## src/hw/rtl/hbsg_pkg.sv

```systemverilog
package hbsg_pkg;

  // Field and counter widths
  localparam int POS_W = 17;
  localparam int CNT_W = 18;
  localparam int SPM_W = 8;

  // Target fraction bits (1/2^POS_FRAC_BITS mm)
  localparam int POS_FRAC_BITS = 8;

  localparam logic [SPM_W-1:0] SPM_RESET = SPM_W'(80);
  localparam logic [POS_W-1:0] POS_MAX = {POS_W{1'b1}};

  // Request codes
  typedef enum logic {
    REQ_TICK = 1'b0,
    REQ_MOVE = 1'b1
  } req_t;

  // Item handed from the input stage to the step core
  typedef struct packed {
    req_t             req;
    logic [POS_W-1:0] tx;
    logic [POS_W-1:0] ty;
  } item_t;

  // Result fields as registered by the step core
  typedef struct packed {
    logic step_a;
    logic step_b;
    logic dir_a;
    logic dir_b;
    logic b_first;
    logic busy_res;
    logic rejected;
  } res_t;

endpackage

```

## src/hw/rtl/hbsg_ifs.sv

```systemverilog
interface hbsg_in_if;
  import hbsg_pkg::*;
  logic             valid;
  logic             ready;
  logic             req_type;
  logic [POS_W-1:0] target_x;
  logic [POS_W-1:0] target_y;
  modport source(output valid, req_type, target_x, target_y, input ready);
  modport sink(input valid, req_type, target_x, target_y, output ready);
endinterface

interface hbsg_out_if;
  logic valid;
  logic ready;
  logic step_a;
  logic step_b;
  logic dir_a;
  logic dir_b;
  logic b_first;
  logic busy_res;
  logic rejected;
  modport source(output valid, step_a, step_b, dir_a, dir_b, b_first, busy_res, rejected,
                 input ready);
  modport sink(input valid, step_a, step_b, dir_a, dir_b, b_first, busy_res, rejected,
               output ready);
endinterface

interface hbsg_cfg_if;
  import hbsg_pkg::*;
  logic             valid;
  logic             ready;
  logic [SPM_W-1:0] data;
  modport source(output valid, data, input ready);
  modport sink(input valid, data, output ready);
endinterface

```

## src/hw/rtl/hbsg_scale.sv

```systemverilog
module hbsg_scale (
  input  logic            clk,
  input  logic            rst_n,
  hbsg_in_if.sink         in_ch,
  hbsg_cfg_if.sink        cfg_ch,
  output logic            item_valid,
  output hbsg_pkg::item_t item,
  input  logic            item_take
);
  import hbsg_pkg::*;

  localparam int PROD_W = POS_W + SPM_W;
  localparam int SUM_W  = PROD_W + 1;
  localparam logic [SUM_W-1:0] HALF = SUM_W'((1 << POS_FRAC_BITS) >> 1);

  logic [SPM_W-1:0] spm_r;
  logic             valid_r;
  item_t            item_r;
  item_t            item_nxt;

  // Round target * steps_per_mm / 2^frac, halves up, saturate
  function automatic logic [POS_W-1:0] to_steps(input logic [POS_W-1:0] t,
                                                input logic [SPM_W-1:0] spm);
    logic [PROD_W-1:0] prod;
    logic [SUM_W-1:0]  sum;
    logic [SUM_W-1:0]  s;
    prod = PROD_W'(t) * PROD_W'(spm);
    sum  = SUM_W'(prod) + HALF;
    s    = sum >> POS_FRAC_BITS;
    return (s > SUM_W'(POS_MAX)) ? POS_MAX : s[POS_W-1:0];
  endfunction

  // Config register, writable any time
  assign cfg_ch.ready = 1'b1;

  always_ff @(posedge clk) begin
    if (!rst_n) begin
      spm_r <= SPM_RESET;
    end else if (cfg_ch.valid) begin
      spm_r <= cfg_ch.data;
    end
  end

  // Input register, scaled to steps on the way in
  assign in_ch.ready = !valid_r || item_take;

  always_comb begin
    item_nxt.req = req_t'(in_ch.req_type);
    item_nxt.tx  = to_steps(in_ch.target_x, spm_r);
    item_nxt.ty  = to_steps(in_ch.target_y, spm_r);
  end

  always_ff @(posedge clk) begin
    if (!rst_n) begin
      valid_r <= 1'b0;
    end else if (in_ch.ready) begin
      valid_r <= in_ch.valid;
    end
  end

  always_ff @(posedge clk) begin
    if (in_ch.valid && in_ch.ready) begin
      item_r <= item_nxt;
    end
  end

  assign item_valid = valid_r;
  assign item       = item_r;

endmodule

```

## src/hw/rtl/hbsg_core.sv

```systemverilog
module hbsg_core (
  input  logic            clk,
  input  logic            rst_n,
  input  logic            item_valid,
  input  hbsg_pkg::item_t item,
  output logic            item_take,
  hbsg_out_if.source      out_ch
);
  import hbsg_pkg::*;

  localparam int DW = CNT_W + 1;

  // Motion state
  logic [POS_W-1:0] pos_x_r, pos_x_nxt;
  logic [POS_W-1:0] pos_y_r, pos_y_nxt;
  logic [CNT_W-1:0] major_left_r, major_left_nxt;
  logic [CNT_W-1:0] major_total_r, major_total_nxt;
  logic [CNT_W-1:0] minor_total_r, minor_total_nxt;
  logic [CNT_W-1:0] err_acc_r, err_acc_nxt;
  logic             a_major_r, a_major_nxt;
  logic [1:0]       dir_r, dir_nxt;

  logic             out_valid_r;
  res_t             res_r, res_nxt;

  logic signed [CNT_W-1:0] dx, dy;
  logic signed [DW-1:0]    da, db;
  logic [DW-1:0]           abs_a, abs_b;
  logic [CNT_W-1:0]        ma, mb;
  logic [CNT_W:0]          sum, sum_adj;
  logic                    minor_step;
  logic                    busy;
  logic                    a_ge_b;

  assign item_take = item_valid && (!out_valid_r || out_ch.ready);
  assign busy      = (major_left_r != '0);

  // Move setup: step deltas, motor deltas, magnitudes
  always_comb begin
    dx     = $signed({1'b0, item.tx}) - $signed({1'b0, pos_x_r});
    dy     = $signed({1'b0, item.ty}) - $signed({1'b0, pos_y_r});
    da     = $signed({dx[CNT_W-1], dx}) + $signed({dy[CNT_W-1], dy});
    db     = $signed({dx[CNT_W-1], dx}) - $signed({dy[CNT_W-1], dy});
    abs_a  = da[DW-1] ? DW'(-da) : DW'(da);
    abs_b  = db[DW-1] ? DW'(-db) : DW'(db);
    ma     = abs_a[CNT_W-1:0];
    mb     = abs_b[CNT_W-1:0];
    a_ge_b = (ma >= mb);
  end

  // Tick: Bresenham error update
  always_comb begin
    sum        = {1'b0, err_acc_r} + {1'b0, minor_total_r};
    minor_step = (sum >= {1'b0, major_total_r});
    sum_adj    = minor_step ? (sum - {1'b0, major_total_r}) : sum;
  end

  // Next state and result
  always_comb begin
    pos_x_nxt       = pos_x_r;
    pos_y_nxt       = pos_y_r;
    major_left_nxt  = major_left_r;
    major_total_nxt = major_total_r;
    minor_total_nxt = minor_total_r;
    err_acc_nxt     = err_acc_r;
    a_major_nxt     = a_major_r;
    dir_nxt         = dir_r;
    res_nxt         = '0;
    unique case (item.req)
      REQ_MOVE: begin
        if (busy) begin
          res_nxt.rejected = 1'b1;
        end else begin
          dir_nxt[0]      = da[DW-1] || (da == '0);
          dir_nxt[1]      = db[DW-1] || (db == '0);
          a_major_nxt     = a_ge_b;
          major_total_nxt = a_ge_b ? ma : mb;
          minor_total_nxt = a_ge_b ? mb : ma;
          major_left_nxt  = a_ge_b ? ma : mb;
          err_acc_nxt     = '0;
          pos_x_nxt       = item.tx;
          pos_y_nxt       = item.ty;
        end
      end
      REQ_TICK: begin
        if (busy) begin
          err_acc_nxt    = sum_adj[CNT_W-1:0];
          major_left_nxt = major_left_r - CNT_W'(1);
          res_nxt.step_a = a_major_r ? 1'b1 : minor_step;
          res_nxt.step_b = a_major_r ? minor_step : 1'b1;
        end
      end
      default: ;
    endcase
    res_nxt.dir_a    = dir_nxt[0];
    res_nxt.dir_b    = dir_nxt[1];
    res_nxt.b_first  = !a_major_nxt;
    res_nxt.busy_res = (major_left_nxt != '0);
  end

  always_ff @(posedge clk) begin
    if (!rst_n) begin
      pos_x_r       <= '0;
      pos_y_r       <= '0;
      major_left_r  <= '0;
      major_total_r <= '0;
      minor_total_r <= '0;
      err_acc_r     <= '0;
      a_major_r     <= 1'b1;
      dir_r         <= '0;
    end else if (item_take) begin
      pos_x_r       <= pos_x_nxt;
      pos_y_r       <= pos_y_nxt;
      major_left_r  <= major_left_nxt;
      major_total_r <= major_total_nxt;
      minor_total_r <= minor_total_nxt;
      err_acc_r     <= err_acc_nxt;
      a_major_r     <= a_major_nxt;
      dir_r         <= dir_nxt;
    end
  end

  // Result register
  always_ff @(posedge clk) begin
    if (!rst_n) begin
      out_valid_r <= 1'b0;
    end else if (!out_valid_r || out_ch.ready) begin
      out_valid_r <= item_valid;
    end
  end

  always_ff @(posedge clk) begin
    if (item_take) begin
      res_r <= res_nxt;
    end
  end

  assign out_ch.valid    = out_valid_r;
  assign out_ch.step_a   = res_r.step_a;
  assign out_ch.step_b   = res_r.step_b;
  assign out_ch.dir_a    = res_r.dir_a;
  assign out_ch.dir_b    = res_r.dir_b;
  assign out_ch.b_first  = res_r.b_first;
  assign out_ch.busy_res = res_r.busy_res;
  assign out_ch.rejected = res_r.rejected;

`ifndef SYNTHESIS
  a_err_below_total: assert property (@(posedge clk) disable iff (!rst_n)
    (major_total_r != '0) |-> (err_acc_r < major_total_r))
    else $error("error accumulator reached major total");

  a_left_le_total: assert property (@(posedge clk) disable iff (!rst_n)
    major_left_r <= major_total_r)
    else $error("major steps left exceed major total");

  a_minor_le_major: assert property (@(posedge clk) disable iff (!rst_n)
    minor_total_r <= major_total_r)
    else $error("minor total exceeds major total");

  a_tick_counts_down: assert property (@(posedge clk) disable iff (!rst_n)
    (item_take && item.req == REQ_TICK && busy) |=>
      (major_left_r == $past(major_left_r) - CNT_W'(1)))
    else $error("tick did not consume one major step");

  a_reject_no_step: assert property (@(posedge clk) disable iff (!rst_n)
    (out_valid_r && res_r.rejected) |-> (!res_r.step_a && !res_r.step_b))
    else $error("rejected move produced a step");
`endif

endmodule

```

## src/hw/rtl/hbot_step_pulse_generator_top.sv

```systemverilog
// H-bot step generator: move targets set up a Bresenham run, ticks emit steps.
// An input transaction reaches its earliest result transaction through the input register,
// then the result register. Throughput: one transaction per cycle unless out_ch stalls;
// the state update is a single pass per item.
// Reset (rst_n, synchronous, active low): position, counters and error cleared,
// motor A major, directions 0, steps-per-mm register = 80. No clearing pass.
module hbot_step_pulse_generator_top (
  input  logic       clk,
  input  logic       rst_n,
  hbsg_in_if.sink    in_ch,
  hbsg_cfg_if.sink   cfg_ch,
  hbsg_out_if.source out_ch
);
  import hbsg_pkg::*;

  logic  item_valid;
  item_t item;
  logic  item_take;

  hbsg_scale u_scale (
    .clk        (clk),
    .rst_n      (rst_n),
    .in_ch      (in_ch),
    .cfg_ch     (cfg_ch),
    .item_valid (item_valid),
    .item       (item),
    .item_take  (item_take)
  );

  hbsg_core u_core (
    .clk        (clk),
    .rst_n      (rst_n),
    .item_valid (item_valid),
    .item       (item),
    .item_take  (item_take),
    .out_ch     (out_ch)
  );

endmodule
```

## src/flat_wrapper.sv

```systemverilog
// flat-port wrapper written by rule: the top's interface ports become plain ports
module hbot_step_pulse_generator_top_flat import hbsg_pkg::*;
  (clk, rst_n, in_ch_valid, in_ch_req_type, in_ch_target_x, in_ch_target_y, in_ch_ready, cfg_ch_valid, cfg_ch_data, cfg_ch_ready, out_ch_valid, out_ch_step_a, out_ch_step_b, out_ch_dir_a, out_ch_dir_b, out_ch_b_first, out_ch_busy_res, out_ch_rejected, out_ch_ready);
  hbsg_in_if in_ch_i ();
  hbsg_cfg_if cfg_ch_i ();
  hbsg_out_if out_ch_i ();
  input  logic clk;
  input  logic rst_n;
  input wire logic [$bits(in_ch_i.valid)-1:0] in_ch_valid;
  input wire logic [$bits(in_ch_i.req_type)-1:0] in_ch_req_type;
  input wire logic [$bits(in_ch_i.target_x)-1:0] in_ch_target_x;
  input wire logic [$bits(in_ch_i.target_y)-1:0] in_ch_target_y;
  output wire logic [$bits(in_ch_i.ready)-1:0] in_ch_ready;
  input wire logic [$bits(cfg_ch_i.valid)-1:0] cfg_ch_valid;
  input wire logic [$bits(cfg_ch_i.data)-1:0] cfg_ch_data;
  output wire logic [$bits(cfg_ch_i.ready)-1:0] cfg_ch_ready;
  output wire logic [$bits(out_ch_i.valid)-1:0] out_ch_valid;
  output wire logic [$bits(out_ch_i.step_a)-1:0] out_ch_step_a;
  output wire logic [$bits(out_ch_i.step_b)-1:0] out_ch_step_b;
  output wire logic [$bits(out_ch_i.dir_a)-1:0] out_ch_dir_a;
  output wire logic [$bits(out_ch_i.dir_b)-1:0] out_ch_dir_b;
  output wire logic [$bits(out_ch_i.b_first)-1:0] out_ch_b_first;
  output wire logic [$bits(out_ch_i.busy_res)-1:0] out_ch_busy_res;
  output wire logic [$bits(out_ch_i.rejected)-1:0] out_ch_rejected;
  input wire logic [$bits(out_ch_i.ready)-1:0] out_ch_ready;
  assign in_ch_i.valid = in_ch_valid;
  assign in_ch_i.req_type = in_ch_req_type;
  assign in_ch_i.target_x = in_ch_target_x;
  assign in_ch_i.target_y = in_ch_target_y;
  assign in_ch_ready = in_ch_i.ready;
  assign cfg_ch_i.valid = cfg_ch_valid;
  assign cfg_ch_i.data = cfg_ch_data;
  assign cfg_ch_ready = cfg_ch_i.ready;
  assign out_ch_valid = out_ch_i.valid;
  assign out_ch_step_a = out_ch_i.step_a;
  assign out_ch_step_b = out_ch_i.step_b;
  assign out_ch_dir_a = out_ch_i.dir_a;
  assign out_ch_dir_b = out_ch_i.dir_b;
  assign out_ch_b_first = out_ch_i.b_first;
  assign out_ch_busy_res = out_ch_i.busy_res;
  assign out_ch_rejected = out_ch_i.rejected;
  assign out_ch_i.ready = out_ch_ready;
  hbot_step_pulse_generator_top u_core (.clk(clk), .rst_n(rst_n), .in_ch(in_ch_i), .cfg_ch(cfg_ch_i), .out_ch(out_ch_i));
endmodule
```

## config.mk

```make
export PLATFORM = sky130hd
export DESIGN_NAME = hbot_step_pulse_generator_top_flat
export DESIGN_NICKNAME = d
export VERILOG_FILES = /design/src/hw/rtl/hbsg_pkg.sv /design/src/hw/rtl/hbsg_ifs.sv /design/src/hw/rtl/hbsg_scale.sv /design/src/hw/rtl/hbsg_core.sv /design/src/hw/rtl/hbot_step_pulse_generator_top.sv /design/src/flat_wrapper.sv
export SDC_FILE = /design/constraint.sdc
export NUM_CORES = 1
export LEC_CHECK = 0
export ABC_AREA = 1
export BUFFER_PORTS_ARGS = -buffer_cell sky130_fd_sc_hd__buf_4
export CAP_MARGIN = 25
export CORE_AREA = 8 8 236 328
export CTS_CLUSTER_SIZE = 28
export DETAILED_ROUTE_END_ITERATION = 10
export DIE_AREA = 0 0 244 336
export SYNTH_ARGS = -nofsm -noshare
export SYNTH_HDL_FRONTEND = slang
export SYNTH_SLANG_ARGS = --single-unit
```

## constraint.sdc

```tcl
create_clock -name clk -period 5.6 [get_ports clk]
set_input_delay 1.12 -clock clk [delete_from_list [all_inputs] [get_ports clk]]
set_output_delay 1.12 -clock clk [all_outputs]
set_load 0.02 [all_outputs]
```

# [After elaboration in Yosys (flattened, before gate mapping)]
# Index checks and enable logic that the tools add are counted.
# Widths: inputs -> output; s select.
[op_classes] n_mul=2 n_reduce_logical=16 eq_ne=2 n_addsub=11 bitwise=2 n_mux=18 n_lt_le_gt_ge=4
[op_table] cell="$mux 18" count=9
[op_table] cell="$pmux 18 s2" count=2
[op_table] cell="$add 25x8->26 const B" count=2
[op_table] cell="$mul 17x8->25" count=2
[op_table] cell="$add 18x18->19" count=2
[op_table] cell="$logic_not 19->1" count=2
[op_table] cell="$gt 18x17->1 const B" count=2
[op_table] cell="$neg 18->18" count=2
[op_table] cell="$reduce_bool 18->1" count=2
[op_table] cell="$sub 17x17->18" count=2
[op_table] cell="$ge 19x18->1" count=1
[op_table] cell="$sub 18x18->19" count=1
[op_table] cell="$ge 18x18->1" count=1
[op_table] cell="$sub 18x1->18 const B" count=1
[op_table] cell="$sub 18x18->18" count=1
[op_table] cell="$reduce_and 3->1" count=2
[op_table] cell="$mux 1" count=5
[op_table] cell="$logic_or 1x1->1" count=4
[op_table] cell="$mux 2" count=2
[op_table] cell="$ne 2x2->1 const B" count=2
[op_table] cell="$logic_not 1->1" count=3
[op_table] cell="$logic_and 1x1->1" count=2
[op_table] cell="$not 1->1" count=2
[op_table] cell="$reduce_or 2->1" count=1
[totals] wordCells=76 input_bits=48 output_inout_bits=10 reg_bits=161

# [Longest topological paths before layout]
[depth] ltp_word=9 mapped_depth=50 depth_no_buf=48

# [By module]
# From an unflattened synthesis, not the netlist that was laid out.
[unflattened] cells_unflattened=3656 hier_area_um2=24467.2
[by_module_without_submodules] mod="hbsg_core" area_each_um2=12923.6 instances=1 cells_per_inst=2056 seq_area_each_um2=2392.3
[by_module_without_submodules] mod="hbsg_scale" area_each_um2=11543.6 instances=1 cells_per_inst=1600 seq_area_each_um2=1231.2

# [Worst setup path after synthesis]
# Ideal clock, no wire load.
[synth_path] path_kind="reg-to-reg" start="reg u_core.u_scale.item_r (netlist bit u_core.u_scale.item[17])" end="reg u_core.u_core.res_r (netlist bit u_core.u_core.out_ch.busy_res), data pin" synth_period_minus_slack_ns=6.055 slack_ns=-0.455 setup_time_ns=0.261 n_path_buf=2 t_arrival_ns=5.794 stages_incl_launch_ff=46 required_time_ns=5.339 path_cell_list="edfxtp_1 -> inv_1 -> ha_1 -> fa_1 -> nand3b_1 -> nand2_1 -> inv_1 -> o211ai_1 -> a21boi_0 -> o21bai_1 -> a21oi_1 -> o21ai_0 -> a21oi_1 -> xor2_1 -> inv_1 -> ha_1 -> inv_1 -> nand2_1 -> (+10 left out) -> inv_1 -> ha_1 -> nand4_1 -> nor2_1 -> nor3b_1 -> o21ai_0 -> nand3_2 -> inv_1 -> buf_2 -> nand3_1 -> nand3_1 -> nand2_1 -> inv_1 -> nand2_1 -> nor2_1 -> nand2_1 -> nor2_1 -> nand3_1"
[synth_lines] item="start, declared" line="hbsg_scale.sv:18" rtl="item_t item_r;"
[synth_lines] item="start signal, assigned" line="hbsg_scale.sv:63" rtl="item_r <= item_nxt;"
[synth_lines] item="end signal, assigned" line="hbsg_core.sv:134" rtl="res_r <= res_nxt;"
[synth_lines] item="end, declared" line="hbsg_core.sv:24" rtl="res_t res_r, res_nxt;"

==> run_results.csv <==
group,metric,value,unit
outcome,outcome,"finished, violations left",
outcome,violations,"negative setup slack",
yosys,syn_area_per_cell,6.81,um2
floorplanning,core,72500,um2
yosys,synth_most_common_cell,"nand2_1",
global_routing,grt_max_degree,53,
final_layout,drive_gt1_frac,0.248,
yosys,yosys-top-cells-count,"nand2_1, inv_1, ha_1",
placement,place_area,28500,um2
yosys,synth_top_cell_area_share,0.156,
worst_setup_path,critical_path_arrival,6.39,ns
clocking,postCtsHoldBufs,0,
global_routing,grt_pass1_vias,23400,
floorplanning,rows,117,
worst_setup_path,critPathCaptureType,"flip-flop",
final_layout,area_growth,29.7,%
placement,place_ws,-0.843,ns
drt,via_count,22600,
clocking,clk_pin_slew,0.07,ns
placement,gp_congestion,0.925,
worst_setup_path,slowest_stage,"fa_2",
drt,vias_per_cell,4.60,
sta,fmax,162,MHz
sta,final_hold_viol_count,0,
drt,drt_first_pass_iters,5,
sta,tightest_slew,1.09,ns
worst_setup_path,critPathMaxFanout,6,
yosys,synth_top_area_cell,"fa_1",
floorplanning,die_y,336,um
drt,wirelength,67000,um
final_layout,nets,4434,
clocking,clk_path_buf_depth,2,
min_path,hold_class,"flip-flop to flip-flop",
min_path,min_to,"u_core.u_core.minor_total_r[14]",
sta,layout_setup_ws,-0.560,ns
drt,drtAntennaViolNets,0,
yosys,synthesis.nets,3946,
drt,wl_per_cell,13.6,um
yosys,synth_edf_count,42,
floorplanning,die_area,82000,um2
worst_setup_path,worstSetupStartpointType,"flip-flop",
floorplanning,initial_utilization,0.326,
worst_setup_path,path_common_cell,"nand2_1",
clocking,cts_tree,"yes",
sta,period_minus_slack,6.16,ns
yosys,yosysWarnings,0,
worst_setup_path,critPathKind,"flip-flop to flip-flop",
global_routing,grt-ovfl-total,0,
clocking,cts_sinks,160,
worst_setup_path,reg2reg_to,"u_core.u_core.out_ch.busy_res",
sta,grt_setup_unrepaired,"true",
yosys,synth-seq-area-share,0.153,
sta,fin_crit_sh,1.10,
global_routing,antenna_found_initial,0,
yosys,synthCells,3469,
worst_setup_path,timing.rr.start,"u_core.u_scale.item[17]",
yosys,async_reset_ff_frac,0,
final_layout,num_antenna_cells,0,
min_path,holdPathStages,2,
worst_setup_path,r2r_cells,41,
yosys,syn-cell-area,23600,um2
worst_setup_path,cp_slowest_stage_delay,0.35,ns
drt,drt_iter0_drc,728,
yosys,synth.ff_latch_count,160,
sta,timing.slew.headroom,0.271,
sta,final_max_slew_viol_count,0,
worst_setup_path,r2r_setup_slack,-0.56,ns
min_path,worstHoldStart,"u_core.u_core.minor_total_r[14]",
clocking,htreeDepth,4,
yosys,synth-main-ff-cell,"dfxtp_1",
clocking,cts_root_buf,"clkbuf_16",
sta,hold_ws,0.468,ns
clocking,clock_latency,0.48,ns
yosys,netlist_top_cells_area,"fa_1, nand2_1, ha_1, inv_1, dfxtp_1",
final_layout,final_cell_area,30700,um2
global_routing,grt_usage,0.163,
worst_setup_path,required,5.83,ns
placement,hpwl,54900,um
floorplanning,die_x,244,um
sta,final-setup-viol-count,45,
placement,numPortBuffers,56,
flow_run,drv_cap,0,
global_routing,grt_pass1_wl,111000,um
clocking,cts_buffers,17,
yosys,yosysUniqueCellTypes,57,
drt,drc_errors,0,
floorplanning,io_pins,58,
sta,final.setup_skew,0.0135,ns
==> cell type report <==
class / count / area [um2]
Sequential cell: 160 / 3620
Clock inverter: 11 / 83.8
Inverter: 761 / 2880
Clock buffer: 21 / 450
Fill cell: 7425 / 41800
Timing Repair Buffer: 596 / 4780
Multi-Input combinational cell: 2421 / 17600
Tap cell: 952 / 1190
==> sequential cells by signal, indices dropped and copies added (netlist names), 2 cells and up <==
register / cells
u_core.u_scale.spm_r: 8
u_core.u_core.major_total_r: 18
u_core.u_core.pos_x_r: 17
u_core.u_core.err_acc_r: 18
u_core.u_core.major_left_r: 18
u_core.u_core.dir_r: 2
u_core.u_core.minor_total_r: 17
u_core.u_scale.item: 35
u_core.u_core.pos_y_r: 17
==> layer usage <==
layer | share of wire | GRT usage | up-vias
met5 | 0 | 0 | -
met2 | 0.53 | 0.316 | 298
li1 | - | - | 11700
met1 | 0.40 | 0.173 | 10500
met3 | 0.021 | 0.0175 | 139
met4 | 0.045 | 0.0769 | 0
==> cells in the final DEF, fill, tap and decap left out, drive strengths merged, types with 7 or more instances in the layout <==
cell type  synthesis  final
o21bai            15     15
a211oi            42     42
o211ai            41     41
clkbuf            87     25
inv              759    763
nand2            972    973
nor2             188    188
buf               41    592
a21oi            217    217
nand4             29     29
xor2              70     70
ha               245    245
a31oi             10     10
fa               184    184
or2                7      7
nand3            181    181
xnor2             38     38
nor3              24     24
dfxtp            118    118
clkinv             2      7
edfxtp            42     42
o21ai            114    114
==> worst max-delay path: cells and delay by family, from the launching register on <==
kind                     cells  cell delay, ns
flip-flops                   1            0.34
AND/OR/NAND/NOR             18            1.99
adder cells (fa/ha/maj)      4            1.04
AO/OA/AOI/OAI                8            1.27
XOR/XNOR                     2            0.42
buffers and inverters        9            0.85
==> worst max-delay path by stage <==
stage | start | endpoint | slack (ns) | depth (start not counted)
after floorplan | u_core.u_scale.item[17] | u_core.u_core.out_ch.busy_res | 0.01 | 43
after global placement | u_core.u_scale.item[0] | u_core.u_core.out_ch.busy_res | -0.82 | 42
after detailed placement | u_core.u_scale.item[0] | u_core.u_core.out_ch.busy_res | -0.84 | 42
after CTS | u_core.u_scale.item[17] | u_core.u_core.out_ch.busy_res | -0.46 | 42
after global routing | u_core.u_scale.item[17] | u_core.u_core.out_ch.busy_res | -1.03 | 44
final | u_core.u_scale.item[17] | u_core.u_core.out_ch.busy_res | -0.56 | 41
==> what timing repair did <==
item                       in CTS  in global routing
resized for setup             107                193
setup endpoints to repair      54                 54
buffers inserted               17                 24
pin swaps                      22                 78
gates cloned                    2                  4
==> through the flow <==
stage | cells | setup TNS [ns] | utilization
after floorplan | 3469 | 0 | -
after global placement | 4844 | -20.14 | 0.393
after detailed placement | 4844 | -22.69 | 0.393
after CTS | 4895 | -6.18 | 0.409
after global routing | 4922 | -30.70 | 0.423
final | 4922 | -8.75 | 0.423
==> cell families after synthesis <==
group	synth area share
other	0.000159
AOI/OAI and AO/OA	0.115
xor gates and xnor gates	0.0400
DFF	0.153
adders and majority gates	0.286
buffers and inverters	0.149
and+or+nand+nor	0.257
Power is not shown: default switching activity piles up to over one toggle a cycle in this logic, so the estimate is an artifact.
